### src/ssrch_pkg.sv
// Shared types, constants and register codes for the substring search block.
`default_nettype none
package ssrch_pkg;

  localparam int DATA_W          = 8;
  localparam int PAT_BYTES       = 16;
  localparam int PAT_IDX_W       = 4;
  localparam int LEN_W           = 5;
  localparam int OFFSET_W        = 10;
  localparam int CFG_ADDR_W      = 5;
  localparam int CFG_DATA_W      = 64;
  localparam int REG_IDX_LSB     = 3;

  localparam int DEF_MAX_PATTERN = 16;
  localparam int DEF_MAX_BUFFER  = 1024;

  typedef enum logic [1:0] {
    REG_PATTERN_LOW,
    REG_PATTERN_HIGH,
    REG_PATTERN_LENGTH,
    REG_SEARCH_FROM_END
  } ssrch_reg_t;

  typedef struct packed {
    logic [DATA_W-1:0] data_byte;
    logic              last_byte;
  } ssrch_in_t;

  typedef struct packed {
    logic                found;
    logic [OFFSET_W-1:0] match_offset;
    logic                length_overflow;
  } ssrch_out_t;

  // per-cell control from the top level
  typedef struct packed {
    logic shift;
    logic active;
  } ssrch_cell_ctl_t;

endpackage
`default_nettype wire

### src/substring_search_top.sv
// Top level of the streaming substring search with its register port.
// One buffer byte is taken per request, one per clock cycle sustained. The
// row of MAX_PATTERN window cells compares the pattern at the newest
// position in the same cycle the byte enters, so the rate is set by that
// cell row and nothing iterates. A last byte gives one result in the next cycle
// through an output register; only a last byte meeting a result that is
// still waiting is held off. Bytes after MAX_BUFFER are dropped and flagged.
// No clearing pass after reset. Registers: pattern_low at 0x00,
// pattern_high at 0x08, pattern_length at 0x10, search_from_end at 0x18;
// write them only while no buffer is in progress.
`default_nettype none
module substring_search_top
  import ssrch_pkg::*;
#(
  parameter int MAX_PATTERN = DEF_MAX_PATTERN,
  parameter int MAX_BUFFER  = DEF_MAX_BUFFER
) (
  input  wire logic                  clk,
  input  wire logic                  rst_n,
  input  wire logic                  in_valid,
  output logic                       in_ready,
  input  wire ssrch_in_t             in_data,
  output logic                       out_valid,
  input  wire logic                  out_ready,
  output ssrch_out_t                 out_data,
  input  wire logic                  cfg_psel,
  input  wire logic                  cfg_penable,
  input  wire logic                  cfg_pwrite,
  input  wire logic [CFG_ADDR_W-1:0] cfg_paddr,
  input  wire logic [CFG_DATA_W-1:0] cfg_pwdata,
  output logic      [CFG_DATA_W-1:0] cfg_prdata,
  output logic                       cfg_pready
);

  localparam int CNT_W = $clog2(MAX_BUFFER + 1);
  localparam int DW    = (CNT_W > OFFSET_W) ? CNT_W : OFFSET_W;

  // configuration registers
  logic [CFG_DATA_W-1:0] pattern_low_r;
  logic [CFG_DATA_W-1:0] pattern_high_r;
  logic [LEN_W-1:0]      pattern_length_r;
  logic                  search_from_end_r;

  // per-buffer state
  logic [CNT_W-1:0]    count_r,      count_nxt;
  logic                match_seen_r, match_seen_nxt;
  logic [OFFSET_W-1:0] match_pos_r,  match_pos_nxt;
  logic                overflow_r,   overflow_nxt;

  logic                out_valid_r,  out_valid_nxt;
  ssrch_out_t          out_data_r,   out_data_nxt;

  logic       cfg_wr;
  ssrch_reg_t cfg_idx;
  logic       in_fire;
  logic       in_room;
  logic       len_ok;
  logic       hit;
  logic       take;
  logic [DW-1:0] count_inc;
  logic [DW-1:0] offset_full;
  logic [PAT_BYTES*DATA_W-1:0] pattern_all;

  logic [DATA_W-1:0] cell_byte [MAX_PATTERN+1];
  logic              cell_hit  [MAX_PATTERN+1];

  // ---------------- register port ----------------
  assign cfg_pready = 1'b1;
  assign cfg_wr     = cfg_psel && cfg_penable && cfg_pwrite && cfg_pready;
  assign cfg_idx    = ssrch_reg_t'(cfg_paddr[CFG_ADDR_W-1:REG_IDX_LSB]);

  always_ff @(posedge clk) begin
    if (!rst_n) begin
      pattern_low_r     <= '0;
      pattern_high_r    <= '0;
      pattern_length_r  <= '0;
      search_from_end_r <= 1'b0;
    end else if (cfg_wr) begin
      case (cfg_idx)
        REG_PATTERN_LOW:     pattern_low_r     <= cfg_pwdata;
        REG_PATTERN_HIGH:    pattern_high_r    <= cfg_pwdata;
        REG_PATTERN_LENGTH:  pattern_length_r  <= cfg_pwdata[LEN_W-1:0];
        REG_SEARCH_FROM_END: search_from_end_r <= cfg_pwdata[0];
        default: ;
      endcase
    end
  end

  always_comb begin
    case (cfg_idx)
      REG_PATTERN_LOW:     cfg_prdata = pattern_low_r;
      REG_PATTERN_HIGH:    cfg_prdata = pattern_high_r;
      REG_PATTERN_LENGTH:  cfg_prdata = {{(CFG_DATA_W-LEN_W){1'b0}}, pattern_length_r};
      REG_SEARCH_FROM_END: cfg_prdata = {{(CFG_DATA_W-1){1'b0}}, search_from_end_r};
      default:             cfg_prdata = '0;
    endcase
  end

  // ---------------- cell row ----------------
  assign pattern_all  = {pattern_high_r, pattern_low_r};
  assign in_fire      = in_valid && in_ready;
  assign in_room      = count_r < CNT_W'(MAX_BUFFER);
  assign cell_byte[0] = in_data.data_byte;
  assign cell_hit[0]  = 1'b1;

  for (genvar i = 0; i < MAX_PATTERN; i++) begin : g_cell
    ssrch_cell_ctl_t      ctl;
    logic [LEN_W-1:0]     exp_k;
    logic [DATA_W-1:0]    exp_byte;

    // cell i (i-th newest byte) lines up with pattern byte len-1-i
    assign exp_k      = pattern_length_r - LEN_W'(1) - LEN_W'(i);
    assign exp_byte   = pattern_all[exp_k[PAT_IDX_W-1:0]*DATA_W +: DATA_W];
    assign ctl.shift  = in_fire && in_room;
    assign ctl.active = LEN_W'(i) < pattern_length_r;

    ssrch_cell u_cell (
      .clk    (clk),
      .ctl_i  (ctl),
      .byte_i (cell_byte[i]),
      .exp_i  (exp_byte),
      .hit_i  (cell_hit[i]),
      .byte_o (cell_byte[i+1]),
      .hit_o  (cell_hit[i+1])
    );
  end

  // ---------------- match tracking ----------------
  assign count_inc   = DW'(count_r) + DW'(1);
  assign offset_full = count_inc - DW'(pattern_length_r);
  assign len_ok      = (pattern_length_r != '0)
                    && (pattern_length_r <= LEN_W'(MAX_PATTERN))
                    && (count_inc >= DW'(pattern_length_r));
  assign hit         = in_room && len_ok && cell_hit[MAX_PATTERN];
  assign take        = hit && (search_from_end_r || !match_seen_r);

  // a last byte may enter unless the previous result is still stuck
  assign in_ready = !out_valid_r || out_ready || !in_data.last_byte;

  always_comb begin
    count_nxt      = count_r;
    match_seen_nxt = match_seen_r;
    match_pos_nxt  = match_pos_r;
    overflow_nxt   = overflow_r;
    out_valid_nxt  = out_valid_r && !out_ready;
    out_data_nxt   = out_data_r;
    if (in_fire) begin
      if (in_room) begin
        count_nxt = count_inc[CNT_W-1:0];
      end
      if (take) begin
        match_seen_nxt = 1'b1;
        match_pos_nxt  = offset_full[OFFSET_W-1:0];
      end
      if (!in_room) begin
        overflow_nxt = 1'b1;
      end
      if (in_data.last_byte) begin
        out_valid_nxt                = 1'b1;
        out_data_nxt.found           = match_seen_nxt;
        out_data_nxt.match_offset    = match_seen_nxt ? match_pos_nxt : '0;
        out_data_nxt.length_overflow = overflow_nxt;
        count_nxt      = '0;
        match_seen_nxt = 1'b0;
        match_pos_nxt  = '0;
        overflow_nxt   = 1'b0;
      end
    end
  end

  always_ff @(posedge clk) begin
    if (!rst_n) begin
      count_r      <= '0;
      match_seen_r <= 1'b0;
      match_pos_r  <= '0;
      overflow_r   <= 1'b0;
      out_valid_r  <= 1'b0;
    end else begin
      count_r      <= count_nxt;
      match_seen_r <= match_seen_nxt;
      match_pos_r  <= match_pos_nxt;
      overflow_r   <= overflow_nxt;
      out_valid_r  <= out_valid_nxt;
    end
  end

  always_ff @(posedge clk) begin
    out_data_r <= out_data_nxt;
  end

  assign out_valid = out_valid_r;
  assign out_data  = out_data_r;

  // ---------------- assertions ----------------
  a_last_gives_result: assert property (@(posedge clk) disable iff (!rst_n)
    in_fire && in_data.last_byte |=> out_valid_r)
    else $error("last byte did not produce a result");

  a_state_cleared: assert property (@(posedge clk) disable iff (!rst_n)
    in_fire && in_data.last_byte |=> (count_r == '0) && !match_seen_r && !overflow_r)
    else $error("buffer state not cleared after last byte");

  a_count_bound: assert property (@(posedge clk) disable iff (!rst_n)
    count_r <= CNT_W'(MAX_BUFFER))
    else $error("byte count past buffer limit");

  a_first_match_kept: assert property (@(posedge clk) disable iff (!rst_n)
    in_fire && !in_data.last_byte && !search_from_end_r && match_seen_r
      |=> $stable(match_pos_r))
    else $error("first match position overwritten");

  a_offset_zero: assert property (@(posedge clk) disable iff (!rst_n)
    out_valid_r && !out_data_r.found |-> out_data_r.match_offset == '0)
    else $error("offset nonzero without a match");

endmodule
`default_nettype wire

### src/ssrch_cell.sv
// One window cell: holds a byte, passes it on, and extends the match chain.
`default_nettype none
module ssrch_cell
  import ssrch_pkg::*;
(
  input  wire logic              clk,
  input  wire ssrch_cell_ctl_t   ctl_i,
  input  wire logic [DATA_W-1:0] byte_i,
  input  wire logic [DATA_W-1:0] exp_i,
  input  wire logic              hit_i,
  output logic      [DATA_W-1:0] byte_o,
  output logic                   hit_o
);

  logic [DATA_W-1:0] byte_r;

  always_ff @(posedge clk) begin
    if (ctl_i.shift) begin
      byte_r <= byte_i;
    end
  end

  // compare against the byte this cell holds after the shift
  assign hit_o  = hit_i && (!ctl_i.active || (byte_i == exp_i));
  assign byte_o = byte_r;

endmodule
`default_nettype wire

### config.mk
export PLATFORM = sky130hd
export DESIGN_NAME = substring_search_top
export DESIGN_NICKNAME = d
export VERILOG_FILES = /design/src/ssrch_pkg.sv /design/src/substring_search_top.sv /design/src/ssrch_cell.sv
export SDC_FILE = /design/constraint.sdc
export NUM_CORES = 1
export LEC_CHECK = 0
export BUFFER_PORTS_ARGS = -buffer_cell sky130_fd_sc_hd__buf_2
export CORE_UTILIZATION = 45
export CTS_CLUSTER_SIZE = 20
export DETAILED_ROUTE_END_ITERATION = 10
export GPL_ROUTABILITY_DRIVEN = 0
export MAX_ROUTING_LAYER = met4
export PLACE_DENSITY_LB_ADDON = 0.05
export SETUP_SLACK_MARGIN = 0.1
export SLEW_MARGIN = 20
export SYNTH_ARGS = -nofsm -noshare
export SYNTH_HDL_FRONTEND = slang
export SYNTH_SLANG_ARGS = --single-unit
export TNS_END_PERCENT = 50
### constraint.sdc
create_clock -name clk -period 17.1 [get_ports clk]
set_input_delay 0.855 -clock clk [delete_from_list [all_inputs] [get_ports clk]]
set_output_delay 0.855 -clock clk [all_outputs]
set_load 0.01 [all_outputs]
; ---- Word level (Yosys, flattened, before mapping)
; Cells that the tools add are included.
[totals]
ff_bits = 290
output_inout_bits = 79
[op_classes]
add_sub_neg = 18
shift = 16
n_reduce_logical = 73
muxes = 12
magnitude_cmp = 19
n_eq_ne = 19
[op_table]
columns = cell, count
row1 = indexed part select 128 x 8 -> 8 bit, 16
row2 = one-hot mux 64 bit (4 select lines), 1
row3 = == test 8 bit, 16
row4 = "less-than comparator 4 x 5 -> 1 bit, first input constant", 8
row5 = "subtractor 4 bit, second input constant", 8
row6 = logical AND 1 bit, 25
row7 = 2-to-1 mux 11 bit, 2
row8 = zero test 1 bit, 20
row9 = "less-than comparator 3 x 5 -> 1 bit, first input constant", 4
row10 = 2-to-1 mux 10 bit, 2
row11 = logical OR 1 bit, 19
row12 = "subtractor 4 x 3 -> 4 bit, second input constant", 4
row13 = AND reduction 2 bit, 6
row14 = "adder 11 x 1 -> 11 bit, second input constant", 1
row15 = >= comparator 11 x 5 -> 1 bit, 1
row16 = "less-than comparator 11 bit, second input constant", 1
row17 = "less-than comparator 1 x 5 -> 1 bit, first input constant", 2
row18 = "less-than comparator 2 x 5 -> 1 bit, first input constant", 2
row19 = subtractor 10 x 5 -> 10 bit, 1
row20 = "subtractor 4 x 1 -> 4 bit, second input constant", 2
row21 = "subtractor 4 x 2 -> 4 bit, second input constant", 2
row22 = 2-to-1 mux 1 bit, 7
row23 = "<= comparator 5 bit, second input constant", 1
row24 = nonzero test 5 bit, 1
row25 = other kinds (4), 5

; ---- Depth between registers and ports, before layout
[logic_depth]
ltp_word = 25
ltp_mapped = 26

; ---- By module
; From an unflattened synthesis, not the netlist that was laid out.
[hier_totals]
hier_cells = 1746
hier_area_um2 = 19536.2
[by_module_without_submodules]
columns = mod, area_each_um2, n_inst, cells_per_inst
row1 = substring_search_top, 14191.1, 1, 1426
row2 = ssrch_cell, 334.1, 16, 20

; ---- Worst setup path after synthesis
; No wires, ideal clock.
[synth_timing]
path_kind = in2reg
start = in out_ready
end = reg g_cell[0].u_cell.byte_r[0], enable pin
n_path_buf = 0
required_ns = 16.499
arrival_time_ns = 6.178
cell_stages = 3
setup_time_ns = 0.601
slack_ns = 10.321
path_cell_list = nand3b_1 > nand2_1 > nor2_1
[synth_rtl]
columns = item, line
row1 = from (decl), substring_search_top.sv:24  ; input wire logic out_ready,
row2 = to (signal assigned), ssrch_cell.sv:19  ; byte_r <= byte_i;
row3 = to (decl), ssrch_cell.sv:15  ; logic [DATA_W-1:0] byte_r;

; ---- Final worst setup path
[layout_timing]
start = reg pattern_length_r[0]
end = reg out_data_r, in the netlist out_data[8], data pin
[layout_via]
elab_chain_cells = 24
[layout_rtl]
columns = item, line
row1 = from (decl), substring_search_top.sv:41  ; logic [LEN_W-1:0] pattern_length_r;
row2 = from (signal assigned), substring_search_top.sv:82  ; REG_PATTERN_LENGTH: pattern_length_r <= cfg_pwdata[LEN_W-1:0];
row3 = subtractor 4 x 1 -> 4 bit (2 in series), substring_search_top.sv:112  ; assign exp_k = pattern_length_r - LEN_W'(1) - LEN_W'(i);
row4 = indexed part select 128 x 8 -> 8 bit, substring_search_top.sv:113  ; assign exp_byte = pattern_all[exp_k[PAT_IDX_W-1:0]*DATA_W +: DATA_W];
row5 = == test 8 bit, ssrch_cell.sv:24  ; assign hit_o = hit_i && (!ctl_i.active || (byte_i == exp_i));
row6 = logical OR 1 bit, ssrch_cell.sv:24
row7 = logical AND 1 bit (15 in series), ssrch_cell.sv:24
row8 = logical AND 1 bit, substring_search_top.sv:134  ; assign hit = in_room && len_ok && cell_hit[MAX_PATTERN];
row9 = logical AND 1 bit, substring_search_top.sv:135  ; assign take = hit && (search_from_end_r || !match_seen_r);
row10 = 2-to-1 mux 1 bit, substring_search_top.sv:151  ; if (take) begin
row11 = 2-to-1 mux 1 bit, substring_search_top.sv:147  ; if (in_fire) begin
row12 = to (signal assigned), substring_search_top.sv:188  ; out_data_r <= out_data_nxt;
row13 = to (decl), substring_search_top.sv:51  ; ssrch_out_t out_data_r, out_data_nxt;
; Parallel ways exist; a longest one is shown, timed or not. The select of a mux whose other input is x is not followed.
; A chain may end at the register's enable or synchronous reset.

==> out/results.ini <==
[status]
status = finished, final reports clean

[synthesis]
synth_nets = 1944
synth_top_cell_by_area = edfxtp_1
async_flop_share = 0
synthTopCellsByArea = edfxtp_1 (20%), mux4_2 (19%), dfxtp_1 (16%)
synth_cell_type_count = 66
yosys_warnings = 0
syn-cell-area_um2 = 20200
ys.flop_type = dfxtp_1
synth_edf_count = 132
synthesis.instances = 1845
ys_ff_latch = 290
synth.top_cell.area_share = 0.196
post_synth.cell_area_avg_um2 = 11.0
seq_area_frac_synth = 0.352

[power]
p_leak_nw = 8.13
power_frac_seq = 0.453
ir_drop_mv = 0.0573
power_frac_clock = 0.443
p_sw_frac = 0.258
power.switching_w = 0.000441
p_comb_frac = 0.105
power_density_nw_per_um2 = 75.5
intPower_w = 0.00127

[cells_and_area]
diodes = 0
multiInputGateArea_um2 = 12500
instances_no_fill = 2556
syn_to_final_growth_pct = 11.8
final_common_cell = nand2_1
drive_gt1_frac = 0.243
fin_util = 0.510
final_cell_mix = nand2_1 (322), mux2i_1 (252), mux4_2 (174), buf_2 (157), dfxtp_1 (156)
nNetsFinal = 2037
fillers = 4045
seq_area_um2 = 7130

[setup_path]
r2r.worst_path.cells = 16
worstSetupStartpointType = flop
worstPathRequired_ps = 17400
crit_family = buffers and inverters
critPathBufInv = 4
worst_r2r_endpoint = out_data[8]
critPathMaxStageDelay_ps = 850
reg2reg_slack_ps = 9700
cp_max_fo = 74
arrival_ps = 7700
crit_cells = 16
crit_chain = inv_2 -> buf_4 -> ha_4 -> buf_4 -> buf_6 -> mux4_2 -> mux2i_1 -> mux2i_1 -> xor2_1 -> nor4_1 -> a221oi_1 -> a2111oi_2 -> nand4_1 -> nor4_4 -> and2_4 -> o21ai_0
crit_path_start = pattern_length_r[0]
worst_path_max_delay_cell = buf_4
worst-setup-path-type = flop to flop
cp-end-kind = flop
endpoint = out_data[8]
r2r-start = pattern_length_r[0]

[timing]
worst_slack_ps = 9700
tightest_slew_ps = 1060
period_minus_slack_ps = 7400
fin_crit_sh = 0.433
slew_violations = 0
rsz0062_at_grt = no
max_freq_mhz = 135
relSlewSlack = 0.294
setup_viol = 0
fin_skew_ps = 22.9
finalSetupTns_ps = 0
final-hold-violation-count = 0

[cts]
clkTransAtPathRegs_ps = 60
cts_root_buffer = clkbuf_16
cts_inserted_buffers = 36
cts_max_level = 2
cts.path.max_buffers = 3
ctsHoldBuffers = 0
postCtsSetupRepairBufs = 0
clock-sinks = 290
cts_tree = built
clock_latency_ps = 570
cts_resized = 0

[die]
initial_utilization = 0.456
ioPinCount = 164
core_area_um2 = 44300
die_h_um = 214
num_rows = 77
die_w_um = 214
fp.dieArea_um2 = 45800

[global_route]
met2_usage = 0.396
gr-total-overflow = 0
use_met1 = 0.422
grt_pass1_vias = 14400
antenna_found_initial = 0
busiest_layer = met1
track_usage = 0.290
grtUsageMet3 = 0.0699
grt_pass1_wl_mm = 95.2
grt_max_degree = 101

[drt]
vias = 15300
drt-wirelength-per-cell_um = 25.2
drc_errors = 0
routed_via_density = 5.97
wl_mm = 64.4
ant_nets = 0
dr.first_iter.drc_count = 1520
drt_pass1_iterations = 5

[flow_run]
maxCapViolations = 0

[placement]
pre_cts_ws_ps = 9450
port_buffers = 159
hpwl_mm = 48.2
placed_cells = 2492

[min_path]
min_path_type = flop to flop

## power by group through the flow
| stage | Sequential, W | Combinational [W] | Clock [W] |
|---|---|---|---|
| final | 0.000773 | 0.000179 | 0.000756 |
| after global routing | 0.000776 | 0.000191 | 0.000794 |
| after CTS | 0.000773 | 0.000179 | 0.000770 |
| after detailed placement | 0.000788 | 0.000179 | 0 |
| after global placement | 0.000787 | 0.000178 | 0 |
| after floorplan | 0.000783 | 0.000122 | 0 |
## flip-flops by register name, summed over array words and instances (netlist names)
register,flops
match_seen_r,1
match_pos_r,10
count_r,11
pattern_length_r,5
out_valid,1
g_cell.u_cell.byte_o,120
overflow_r,1
out_data,12
pattern_high_r,64
pattern_low_r,64
search_from_end_r,1
## tightest hold or removal path, delay by kind of cell (launching register included)
family           cells  cell delay (ps)
AND/OR/NAND/NOR      1               70
AO/OA/AOI/OAI        1               40
flip-flops           1              320
## layer usage
layer | vias up | part of all wire
li1 | 7016 | -
met1 | 7569 | 0.46
met2 | 587 | 0.43
met3 | 80 | 0.089
met4 | 0 | 0.026
met5 | - | 0
## synth_stat cells (2+ instances only)
| cell | instances |
|---|---|
| a41oi_1 | 2 |
| nor2_1 | 103 |
| and2_1 | 10 |
| a32o_1 | 5 |
| or3_1 | 2 |
| buf_1 | 12 |
| nand3_1 | 24 |
| buf_2 | 33 |
| mux2i_1 | 252 |
| mux4_1 | 2 |
| a21boi_0 | 129 |
| buf_4 | 12 |
| o22ai_1 | 2 |
| mux4_2 | 174 |
| a31oi_1 | 3 |
| nand2_1 | 323 |
| a21oi_1 | 30 |
| nor3_1 | 12 |
| clkbuf_1 | 72 |
| xnor2_2 | 6 |
| nand4_1 | 14 |
| nor3b_1 | 2 |
| edfxtp_1 | 132 |
| a221oi_1 | 2 |
| a21o_1 | 2 |
| buf_6 | 5 |
| dfxtp_1 | 158 |
| xor2_1 | 74 |
| nand3b_1 | 2 |
| inv_1 | 15 |
| ha_1 | 13 |
| a211oi_1 | 3 |
| and3_1 | 7 |
| nand2b_1 | 4 |
| nor4_1 | 16 |
| nor2b_1 | 20 |
| a22oi_1 | 2 |
| mux2_2 | 31 |
| xnor2_1 | 76 |
| a22o_1 | 6 |
| o21ai_0 | 28 |
## how the worst min path moves through the flow
stage,start,to,slack [ps],cells past startpoint
after floorplan,overflow_r,overflow_r,430,2
after global placement,overflow_r,overflow_r,440,2
after detailed placement,overflow_r,overflow_r,450,2
after CTS,overflow_r,overflow_r,460,2
after global routing,g_cell[4].u_cell.byte_o[7],g_cell[5].u_cell.byte_o[7],470,0
final,overflow_r,overflow_r,460,2
## cells by family (layout without fill, tap and decap cells)
kind of cell / after synthesis / in the layout / synth area share
and+or+nand+nor: 548 / 548 / 0.117
muxes: 459 / 459 / 0.338
DFF: 290 / 290 / 0.352
AOI/OAI and AO/OA: 225 / 225 / 0.0782
xor gates and xnor gates: 157 / 157 / 0.0711
buffers and inverters: 151 / 270 / 0.0341
adders and majority gates: 14 / 14 / 0.00903
other: 1 / 1 / 0.000185
## metrics by stage
step                cell area, um2  power, W  hold slack, ps
floorplan                    20200  0.000905             429
CTS                          22600   0.00172             462
global route                 22600   0.00176             474
finish                       22600   0.00171             459
global placement             21500  0.000964             442
detailed placement           21500  0.000967             445
## area by class of cell
cell class / count / share of cell area
well taps: 592 / 0.0327
multi-input cells: 1404 / 0.553
flip-flops and latches: 290 / 0.315
clock inverters: 13 / 0.00476
repair buffers: 189 / 0.0455
clock buffers: 51 / 0.0460
inverters: 17 / 0.00282
(Power assumes the default switching activity.)
